$ cat src/hw/rtl/stq_pkg.sv
// Shared types and constants for the sorted timer event queue.
// Used by stq_cell and sorted_timer_event_queue_top; depends on nothing.
package stq_pkg;

    localparam int QUEUE_DEPTH = 16;
    localparam int MAX_RESULTS = 16;
    localparam int CNT_W       = $clog2(QUEUE_DEPTH + 1);
    localparam int FIRE_W      = $clog2(MAX_RESULTS);

    typedef enum logic [1:0] {
        KIND_ADD  = 2'd0,
        KIND_TICK = 2'd1,
        KIND_KILL = 2'd2,
        KIND_WIPE = 2'd3
    } kind_t;

    typedef struct packed {
        logic        [31:0] expiry;
        logic signed [15:0] table_id;
        logic        [15:0] owner_id;
    } entry_t;

    typedef enum logic [1:0] {
        CELL_HOLD    = 2'd0,
        CELL_INSERT  = 2'd1,
        CELL_POP     = 2'd2,
        CELL_COMPACT = 2'd3
    } cell_op_t;

    // Broadcast from the controller to every cell
    typedef struct packed {
        cell_op_t    op;
        logic [31:0] add_expiry;
        logic [15:0] kill_owner;
        entry_t      new_entry;
    } cell_cmd_t;

    // Passed from each cell to the next one down the chain
    typedef struct packed {
        logic keep;  // this cell is occupied and expires before the new event
        logic gap;   // a matching owner sits at or before this cell
    } cell_link_t;

endpackage

$ cat src/hw/rtl/stq_cell.sv
// One slot of the sorted queue: holds an event and moves it toward its neighbors.
// Depends on stq_pkg.
module stq_cell (
    input  logic               aclk,
    input  stq_pkg::cell_cmd_t cmd,
    input  logic               occupied,
    input  stq_pkg::cell_link_t link_in,
    input  stq_pkg::entry_t    prev_entry,
    input  stq_pkg::entry_t    next_entry,
    output stq_pkg::cell_link_t link_out,
    output stq_pkg::entry_t    entry
);
    import stq_pkg::*;

    entry_t entry_reg;
    entry_t entry_next;

    always_comb begin
        link_out.keep = occupied && (entry_reg.expiry < cmd.add_expiry);
        link_out.gap  = link_in.gap || (occupied && (entry_reg.owner_id == cmd.kill_owner));
        entry_next    = entry_reg;
        unique case (cmd.op)
            CELL_HOLD: begin
                entry_next = entry_reg;
            end
            CELL_INSERT: begin
                // equal expiry does not keep, so the newest event lands first
                if (!link_out.keep) begin
                    if (link_in.keep) begin
                        entry_next = cmd.new_entry;
                    end else begin
                        entry_next = prev_entry;
                    end
                end
            end
            CELL_POP: begin
                entry_next = next_entry;
            end
            CELL_COMPACT: begin
                // close the gap left by the first matching owner
                if (link_out.gap) begin
                    entry_next = next_entry;
                end
            end
            default: begin
                entry_next = entry_reg;
            end
        endcase
    end

    always_ff @(posedge aclk) begin
        entry_reg <= entry_next;
    end

    assign entry = entry_reg;

endmodule

$ cat src/hw/rtl/sorted_timer_event_queue_top.sv
// Sorted timer event queue: a chain of stq_cell slots kept in expiry order plus control.
// Depends on stq_pkg and stq_cell.
//
//   channel | direction | tdata                                         | tuser  | tlast
//   s_      | request   | now_time, delay, table_id, owner_id           | kind   | -
//   m_      | result    | fired_table, fired_owner, status, queued      | fired  | last
//
// Add and wipe are accepted from idle and answered in the next cycle. A tick is first
// loaded, then reports each fired event in turn (or one empty result). A kill is first
// loaded, then removes one matching event per pass down the cell chain, then gives
// its result. A new request is taken only when the controller is idle
// and the result register is free or being drained; m_tready low stalls firing.
// aresetn empties the queue; slot contents are not cleared.
module sorted_timer_event_queue_top (
    input  logic        aclk,
    input  logic        aresetn,
    input  logic        s_tvalid,
    output logic        s_tready,
    input  logic [95:0] s_tdata,   // now_time[31:0], delay[63:32], table_id[79:64], owner_id[95:80]
    input  logic [1:0]  s_tuser,   // kind[1:0]
    output logic        m_tvalid,
    input  logic        m_tready,
    output logic [39:0] m_tdata,   // fired_table[15:0], fired_owner[31:16], status[32],
                                   // queued[37:33], zero[39:38]
    output logic        m_tuser,   // fired[0]
    output logic        m_tlast
);
    import stq_pkg::*;

    typedef enum logic [1:0] {
        ST_IDLE,
        ST_TICK,
        ST_KILL
    } state_t;

    state_t             state_reg, state_next;
    logic [CNT_W-1:0]   count_reg, count_next;
    logic [FIRE_W-1:0]  fire_cnt_reg, fire_cnt_next;
    logic [31:0]        now_reg, now_next;
    logic [15:0]        owner_reg, owner_next;
    logic               m_tvalid_reg, m_tvalid_next;
    logic [39:0]        m_tdata_reg, m_tdata_next;
    logic               m_tuser_reg, m_tuser_next;
    logic               m_tlast_reg, m_tlast_next;

    cell_cmd_t          cmd;
    entry_t             cell_entry [QUEUE_DEPTH];
    cell_link_t         link [QUEUE_DEPTH+1];

    logic [32:0]        exp_sum;
    logic [31:0]        in_now, in_delay, add_expiry;
    logic [15:0]        in_table, in_owner;
    logic               out_free, s_accept, head_due, next_due, fire_last;

    assign in_now   = s_tdata[31:0];
    assign in_delay = s_tdata[63:32];
    assign in_table = s_tdata[79:64];
    assign in_owner = s_tdata[95:80];

    // saturate the expiry at all ones
    assign exp_sum    = {1'b0, in_now} + {1'b0, in_delay};
    assign add_expiry = exp_sum[32] ? '1 : exp_sum[31:0];

    assign link[0] = '{keep: 1'b1, gap: 1'b0};

    genvar gi;
    generate
        for (gi = 0; gi < QUEUE_DEPTH; gi++) begin : g_cell
            stq_cell u_cell (
                .aclk       (aclk),
                .cmd        (cmd),
                .occupied   (CNT_W'(gi) < count_reg),
                .link_in    (link[gi]),
                .prev_entry (cell_entry[(gi == 0) ? 0 : gi - 1]),
                .next_entry (cell_entry[(gi == QUEUE_DEPTH - 1) ? gi : gi + 1]),
                .link_out   (link[gi+1]),
                .entry      (cell_entry[gi])
            );
        end
    endgenerate

    assign out_free  = !m_tvalid_reg || m_tready;
    assign s_tready  = (state_reg == ST_IDLE) && out_free;
    assign s_accept  = s_tvalid && s_tready;
    assign head_due  = (count_reg != '0) && (cell_entry[0].expiry <= now_reg);
    assign next_due  = (count_reg > CNT_W'(1)) && (cell_entry[1].expiry <= now_reg);
    assign fire_last = !next_due || (fire_cnt_reg == FIRE_W'(MAX_RESULTS - 1));

    always_comb begin
        state_next    = state_reg;
        count_next    = count_reg;
        fire_cnt_next = fire_cnt_reg;
        now_next      = now_reg;
        owner_next    = owner_reg;
        m_tvalid_next = m_tvalid_reg && !m_tready;
        m_tdata_next  = m_tdata_reg;
        m_tuser_next  = m_tuser_reg;
        m_tlast_next  = m_tlast_reg;

        cmd.op                 = CELL_HOLD;
        cmd.add_expiry         = add_expiry;
        cmd.kill_owner         = owner_reg;
        cmd.new_entry.expiry   = add_expiry;
        cmd.new_entry.table_id = in_table;
        cmd.new_entry.owner_id = in_owner;

        unique case (state_reg)
            ST_IDLE: begin
                if (s_accept) begin
                    unique case (kind_t'(s_tuser))
                        KIND_ADD: begin
                            m_tvalid_next = 1'b1;
                            m_tuser_next  = 1'b0;
                            m_tlast_next  = 1'b1;
                            if (count_reg == CNT_W'(QUEUE_DEPTH)) begin
                                m_tdata_next = {2'b00, 5'(count_reg), 1'b1, 32'd0};
                            end else begin
                                cmd.op       = CELL_INSERT;
                                count_next   = count_reg + 1'b1;
                                m_tdata_next = {2'b00, 5'(count_next), 1'b0, 32'd0};
                            end
                        end
                        KIND_TICK: begin
                            now_next      = in_now;
                            fire_cnt_next = '0;
                            state_next    = ST_TICK;
                        end
                        KIND_KILL: begin
                            owner_next = in_owner;
                            state_next = ST_KILL;
                        end
                        KIND_WIPE: begin
                            count_next    = '0;
                            m_tvalid_next = 1'b1;
                            m_tuser_next  = 1'b0;
                            m_tlast_next  = 1'b1;
                            m_tdata_next  = 40'd0;
                        end
                        default: begin
                            state_next = ST_IDLE;
                        end
                    endcase
                end
            end
            ST_TICK: begin
                if (out_free) begin
                    m_tvalid_next = 1'b1;
                    if (head_due) begin
                        // pop the head and report it
                        cmd.op        = CELL_POP;
                        count_next    = count_reg - 1'b1;
                        m_tuser_next  = 1'b1;
                        m_tlast_next  = fire_last;
                        m_tdata_next  = {2'b00, 5'(count_next), 1'b0,
                                         cell_entry[0].owner_id, cell_entry[0].table_id};
                        fire_cnt_next = fire_cnt_reg + 1'b1;
                        if (fire_last) begin
                            state_next = ST_IDLE;
                        end
                    end else begin
                        m_tuser_next = 1'b0;
                        m_tlast_next = 1'b1;
                        m_tdata_next = {2'b00, 5'(count_reg), 1'b0, 32'd0};
                        state_next   = ST_IDLE;
                    end
                end
            end
            ST_KILL: begin
                if (link[QUEUE_DEPTH].gap) begin
                    cmd.op     = CELL_COMPACT;
                    count_next = count_reg - 1'b1;
                end else if (out_free) begin
                    m_tvalid_next = 1'b1;
                    m_tuser_next  = 1'b0;
                    m_tlast_next  = 1'b1;
                    m_tdata_next  = {2'b00, 5'(count_reg), 1'b0, 32'd0};
                    state_next    = ST_IDLE;
                end
            end
            default: begin
                state_next = ST_IDLE;
            end
        endcase
    end

    always_ff @(posedge aclk) begin
        if (!aresetn) begin
            state_reg    <= ST_IDLE;
            count_reg    <= '0;
            m_tvalid_reg <= 1'b0;
        end else begin
            state_reg    <= state_next;
            count_reg    <= count_next;
            m_tvalid_reg <= m_tvalid_next;
        end
        fire_cnt_reg <= fire_cnt_next;
        now_reg      <= now_next;
        owner_reg    <= owner_next;
        m_tdata_reg  <= m_tdata_next;
        m_tuser_reg  <= m_tuser_next;
        m_tlast_reg  <= m_tlast_next;
    end

    assign m_tvalid = m_tvalid_reg;
    assign m_tdata  = m_tdata_reg;
    assign m_tuser  = m_tuser_reg;
    assign m_tlast  = m_tlast_reg;

    a_count_bound: assert property (@(posedge aclk) disable iff (!aresetn)
        count_reg <= CNT_W'(QUEUE_DEPTH))
        else $error("event count exceeds queue depth");

    a_add_grows: assert property (@(posedge aclk) disable iff (!aresetn)
        (s_tvalid && s_tready && (s_tuser == KIND_ADD) && (count_reg != CNT_W'(QUEUE_DEPTH)))
        |=> (count_reg == $past(count_reg) + 1'b1))
        else $error("accepted add did not grow the queue");

    a_head_sorted: assert property (@(posedge aclk) disable iff (!aresetn)
        (count_reg > CNT_W'(1)) |-> (cell_entry[0].expiry <= cell_entry[1].expiry))
        else $error("queue head out of expiry order");

endmodule
$ cat config.mk
export PLATFORM = sky130hd
export DESIGN_NAME = sorted_timer_event_queue_top
export DESIGN_NICKNAME = d
export VERILOG_FILES = /design/src/hw/rtl/stq_pkg.sv /design/src/hw/rtl/stq_cell.sv /design/src/hw/rtl/sorted_timer_event_queue_top.sv
export SDC_FILE = /design/constraint.sdc
export NUM_CORES = 2
export LEC_CHECK = 0
export ABC_AREA = 1
export BUFFER_PORTS_ARGS = -buffer_cell sky130_fd_sc_hd__clkbuf_2
export CELL_PAD_IN_SITES_DETAIL_PLACEMENT = 2
export CELL_PAD_IN_SITES_GLOBAL_PLACEMENT = 2
export CORE_MARGIN = 1
export CORE_UTILIZATION = 39
export DETAILED_ROUTE_END_ITERATION = 8
export PLACE_DENSITY = 0.8
export SETUP_SLACK_MARGIN = 0.4
export SLEW_MARGIN = 20
export SYNTH_ARGS = -nofsm -noshare
export SYNTH_HDL_FRONTEND = slang
export SYNTH_SLANG_ARGS = --single-unit
export TNS_END_PERCENT = 5
$ cat constraint.sdc
create_clock -name aclk -period 9.6 [get_ports aclk]
set_input_delay 0 -clock aclk [delete_from_list [all_inputs] [get_ports aclk]]
set_output_delay 0 -clock aclk [all_outputs]
set_load 0.02 [all_outputs]
**After elaboration in Yosys (flattened, before gate mapping)**

Index checks and enable logic that the tools add are counted.

- Output and inout port bits: 44
- Flip-flop bits (word level): 1126
- Word-level logic and storage cells: 372

- Equal/unequal tests: 69
- Bitwise gates (word level): 2
- Add/sub/neg operators: 4
- Mux-type cells: 117
- Order comparisons: 35
- Reductions and logical operators: 88

Operators with widths:

| kind | count |
|---|---|
| $mux 64 | 47 |
| $pmux 64 s3 | 15 |
| $lt 32x32->1 | 16 |
| $eq 16x16->1 | 16 |
| $mux 40 | 4 |
| $pmux 40 s3 | 1 |
| $pmux 40 s2 | 1 |
| $mux 38 | 2 |
| $le 32x32->1 | 2 |
| $reduce_and 3->1 | 17 |
| $ne 2x2->1 const B | 22 |
| $lt 4x5->1 const A | 8 |
| $logic_and 1x1->1 | 37 |
| $ne 2x1->1 const B | 17 |
| $add 32x32->33 | 1 |
| $mux 32 | 1 |
| $mux 5 | 5 |
| $lt 3x5->1 const A | 4 |
| $mux 1 | 19 |
| $mux 2 | 9 |
| $reduce_and 6->1 | 3 |
| $logic_or 1x1->1 | 17 |
| $mux 4 | 4 |
| $pmux 5 s3 | 1 |
| other kinds (28) | 46 |

**Logic depth before layout (Yosys ltp)**

- Depth after elaboration: 23
- Depth in mapped cells: 33
- Gate-level depth less buffers: 30

**Modules after synthesis**

From an unflattened synthesis, not the netlist that was laid out.

- Cell total of the unflattened synthesis: 9617
- Area total of the unflattened synthesis: 76178.1 µm²

By module, submodules not included:

| module | area an instance (µm²) | instances | cells an instance |
|---|---|---|---|
| stq_cell at g_cell[0].u_cell ... | 4280.4 | 13 | 544 |
| stq_cell at g_cell[7].u_cell ... | 4282.9 | 3 | 545 |
| sorted_timer_event_queue_top | 7684.9 | 1 | 910 |

**Worst setup path before layout**

Ideal clock, no wire load.

- Path kind: input to register
- Start: input s_tdata[4]
- End: register g_cell[5].u_cell.entry_reg (netlist bit g_cell[5].u_cell.entry[0]) (enable)
- Stages: 27
- Data required time: 9114 ps
- Setup time: 486 ps
- Slack: 2353 ps
- Data arrival time: 6761 ps
- Cells stage by stage: ha_1 > a21o_1 > a21oi_1 > o21ai_0 > a21boi_1 > inv_1 > nand2_1 > nand2_1 > a21oi_1 > inv_1 > nand2_1 > nand2_1 > a21oi_1 > nand2_1 > nand3_1 > clkbuf_1 > inv_1 > ha_1 > nand2_1 > or4_1 > nor4_1 > nand2_1 > nand2_1 > buf_2 > buf_2 > o21ai_0 > nor2_1

- Cells in the longest elaborated chain, start to end: 6

RTL lines:

| item | line | RTL |
|---|---|---|
| from (decl) | sorted_timer_event_queue_top.sv:19 | `input logic [95:0] s_tdata,` |
| $add 32x32->33 | sorted_timer_event_queue_top.sv:61 | `assign exp_sum = {1'b0, in_now} + {1'b0, in_delay};` |
| $mux 32 | sorted_timer_event_queue_top.sv:62 | `assign add_expiry = exp_sum[32] ? '1 : exp_sum[31:0];` |
| $lt 32x32->1 | stq_cell.sv:19 | `link_out.keep = occupied && (entry_reg.expiry < cmd.add_expiry);` |
| $logic_and 1x1->1 | stq_cell.sv:19 |  |
| $ne 2x2->1 (no line) | n/a |  |
| $reduce_and 3->1 (no line) | n/a |  |
| to (signal assigned) | stq_cell.sv:52 | `entry_reg <= entry_next;` |
| to (decl) | stq_cell.sv:15 | `entry_t entry_reg;` |

No other way between the ends.
A chain may end at the register's enable or synchronous reset.

**Worst setup path in the final report**

- Start: input s_tdata[2]
- End: register g_cell[13].u_cell.entry_reg (netlist bit g_cell[13].u_cell.entry[48]) (enable)

- Cells in the longest elaborated chain, start to end: 6

RTL lines:

| item | line |
|---|---|
| $add 32x32->33 | sorted_timer_event_queue_top.sv:61 |
| $mux 32 | sorted_timer_event_queue_top.sv:62 |
| $lt 32x32->1 | stq_cell.sv:19 |
| $logic_and 1x1->1 | stq_cell.sv:19 |
| $ne 2x2->1 (no line) | n/a |
| $reduce_and 3->1 (no line) | n/a |
| to (signal assigned) | stq_cell.sv:52 |
| to (decl) | stq_cell.sv:15 |

No other way between the ends.

==> qor.yml <==
timing:
  finalSetupTns_ns: 0
  slew_headroom_pct: 27.82
  finClkSkew_ns: 0.03121
  rsz0062_at_grt: "no"
  fin_ws_ns: 2.739
  tightest_slew_ns: 1.083
  finalHoldViolations: 0
  fmax_mhz: 145.7
  finalSetupViolations: 0
  fin_crit_sh_pct: 71.47
  period_needed_ns: 6.861
  drv_slew: 0
setup_path:
  cp-end-kind: "flop"
  cp-start-kind: "primary input"
  crit_path_frequent_cell: "o21ai_0"
  slowest_stage: "nand2_4"
  cp.arrival_ns: 7.29
  max_stage_delay_ns: 0.62
  path_max_fanout: 38
  cp_data_required_time_ns: 10.02
  path_class: "primary input to flop"
clock_network:
  cts-root-buf: "clkbuf_16"
  clk_pin_slew_ns: 0.06
  post_cts_buffers: 0
  cts_tree: "yes"
  cts_buffers: 149
  cts_resized: 0
  clkLatencyLatePin_ns: 0.83
  htreeDepth: 4
  cts_max_path_buffers: 3
  clock_sinks: 1124
  ctsHoldBuffers: 102
synth:
  yosysUniqueCellTypes: 66
  synth.avg_cell_area_sq_um: 7.747
  netlist_top_cells_count: "nand2_1, nand3_1, inv_1"
  async_flop_share_pct: 0
  synthCells: 10720
  ys.flop_type: "edfxtp_1"
  syn-cell-area_sq_mm: 0.08304
  ys_seq_area_share_pct: 40.55
  synth_enable_flop_cells: 1116
  yosysWarnings: 0
  yosys.cell_count.top_type: "nand2_1"
  synthTopCellsByArea: "edfxtp_1, nand2_1, nand3_1"
  yosys.area.top_type: "edfxtp_1"
  synth_top_area_share_pct: 40.35
  synth-seq-cells: 1124
global_routing:
  grt_overflow_total: 0
  grt_busiest_layer: "met2"
  grt_max_degree: 216
  grt_usage_pct: 32.32
  grtUsageMet2_pct: 51.36
  grt_pass1_wl_mm: 535.6
  first_global_vias: 83730
  use_met1_pct: 45.86
  grt_util_met3_pct: 4.149
  grt_antenna_before_repair: 8
finish:
  regArea_sq_mm: 0.03367
  final_nets: 11320
  fillers: 24070
  syn2layout_area_growth_pct: 9.566
  final_util_pct: 42.94
  largest_reg_flops: 1024
  multi_input_area_sq_mm: 0.04120
  drive_gt1_share_pct: 7.689
route:
  vias_per_cell: 5.809
  antenna_left: 0
  drtIter0Drc: 6795
  drt_first_pass_iters: 6
  vias: 78660
  avgRoutedWirePerCell_um: 26.27
  drt-total-wl_mm: 355.7
  drc: 0
power:
  irDropWorstVdd_uv: 229.4
  leakagePower_nw: 42.82
  p_per_area_mw_per_mm2: 351.3
worst_hold_path:
  hold_path_class: "primary input to flop"
die:
  coreArea_sq_mm: 0.2119
  start_util_pct: 39.19
  die_h_um: 463.5
  ios: 146
  die_w_um: 463.5
  dieArea_sq_mm: 0.2148
  rows: 169
place:
  portBuffers: 143
  gp_congestion: 0.9680
  dp_slack_ns: 2.677
  hpwl_mm: 252.2
flow_run:
  max_cap_viol_count: 0
run_status:
  status: "complete, no violations"
## per-stage QoR
step                      total power [mW]  cell area (sq um)  std cells  hold slack, ns
final                                31.96              90990      13540          0.1178
after global routing                 34.07              90990      13540         0.09495
after CTS                            31.86              90980      13540         0.03293
after detailed placement             26.15              85520      13180          0.2000
after global placement               24.93              85520      13180          0.1999
after floorplan                      20.49              83050      10720         0.09887
## final timing paths
check,startpoint,end,slack [ns],cells past startpoint
worst max-delay path,s_tdata[2],g_cell[13].u_cell.entry[48],2.74,25
worst min-delay path,s_tdata[33],g_cell[0].u_cell.entry[33],0.12,5
worst max register to register,count_reg[4],g_cell[11].u_cell.entry[25],2.84,20
worst min register to register,g_cell[1].u_cell.entry[21],g_cell[0].u_cell.entry[21],0.55,2
## cell families after synthesis
group	Yosys count	share of synthesized area (%)
AND/OR/NAND/NOR	6151	33.73
buffers and inverters	1996	10.35
flip-flops	1124	40.55
AO/OA/AOI/OAI	698	4.722
adder cells (fa/ha/maj)	606	9.139
XOR/XNOR	143	1.508
other	1	0.004516
## power breakdown
part           total, mW  switching, mW  internal, mW  leakage [nW]
Combinational       17.1           12.0          5.11          30.3
Sequential          9.47           1.17          8.31          10.3
Clock               5.41           2.36          3.05          2.17
Total               32.0           15.5          16.5          42.8
## metal layers
| layer | share of wire, % | wire length [um] |
|---|---|---|
| met1 | 46 | 163400 |
| met2 | 45 | 159300 |
| met3 | 6.7 | 23740 |
| met4 | 2.6 | 9301 |
| met5 | 0.0039 | 14 |
## layout make-up
class / count / area share, %
Antenna cell: 2 / 0.005500
Clock buffer: 199 / 4.513
Clock inverter: 59 / 0.3672
Inverter: 1327 / 5.483
Multi-Input combinational cell: 7600 / 45.29
Sequential cell: 1124 / 37.01
Tap cell: 2821 / 3.879
Timing Repair Buffer: 408 / 3.460
## worst max-delay path: cells and delay by family
kind,cells,cell delay (ns)
AND/OR/NAND/NOR,12,3.16
AO/OA/AOI/OAI,7,2.11
buffers and inverters,4,1.37
adder cells (fa/ha/maj),2,0.57
## cells in the final DEF (no fill, tap or decap), types with 157 or more instances in the layout
cell,n
a21oi_1,317
nand2_1,2812
o21ai_0,184
or2_2,224
inv_1,1306
nand3_1,1905
clkbuf_16,157
ha_1,605
or2_1,500
nor2_1,374
edfxtp_1,1116
Power figures use the tool's default switching activity.
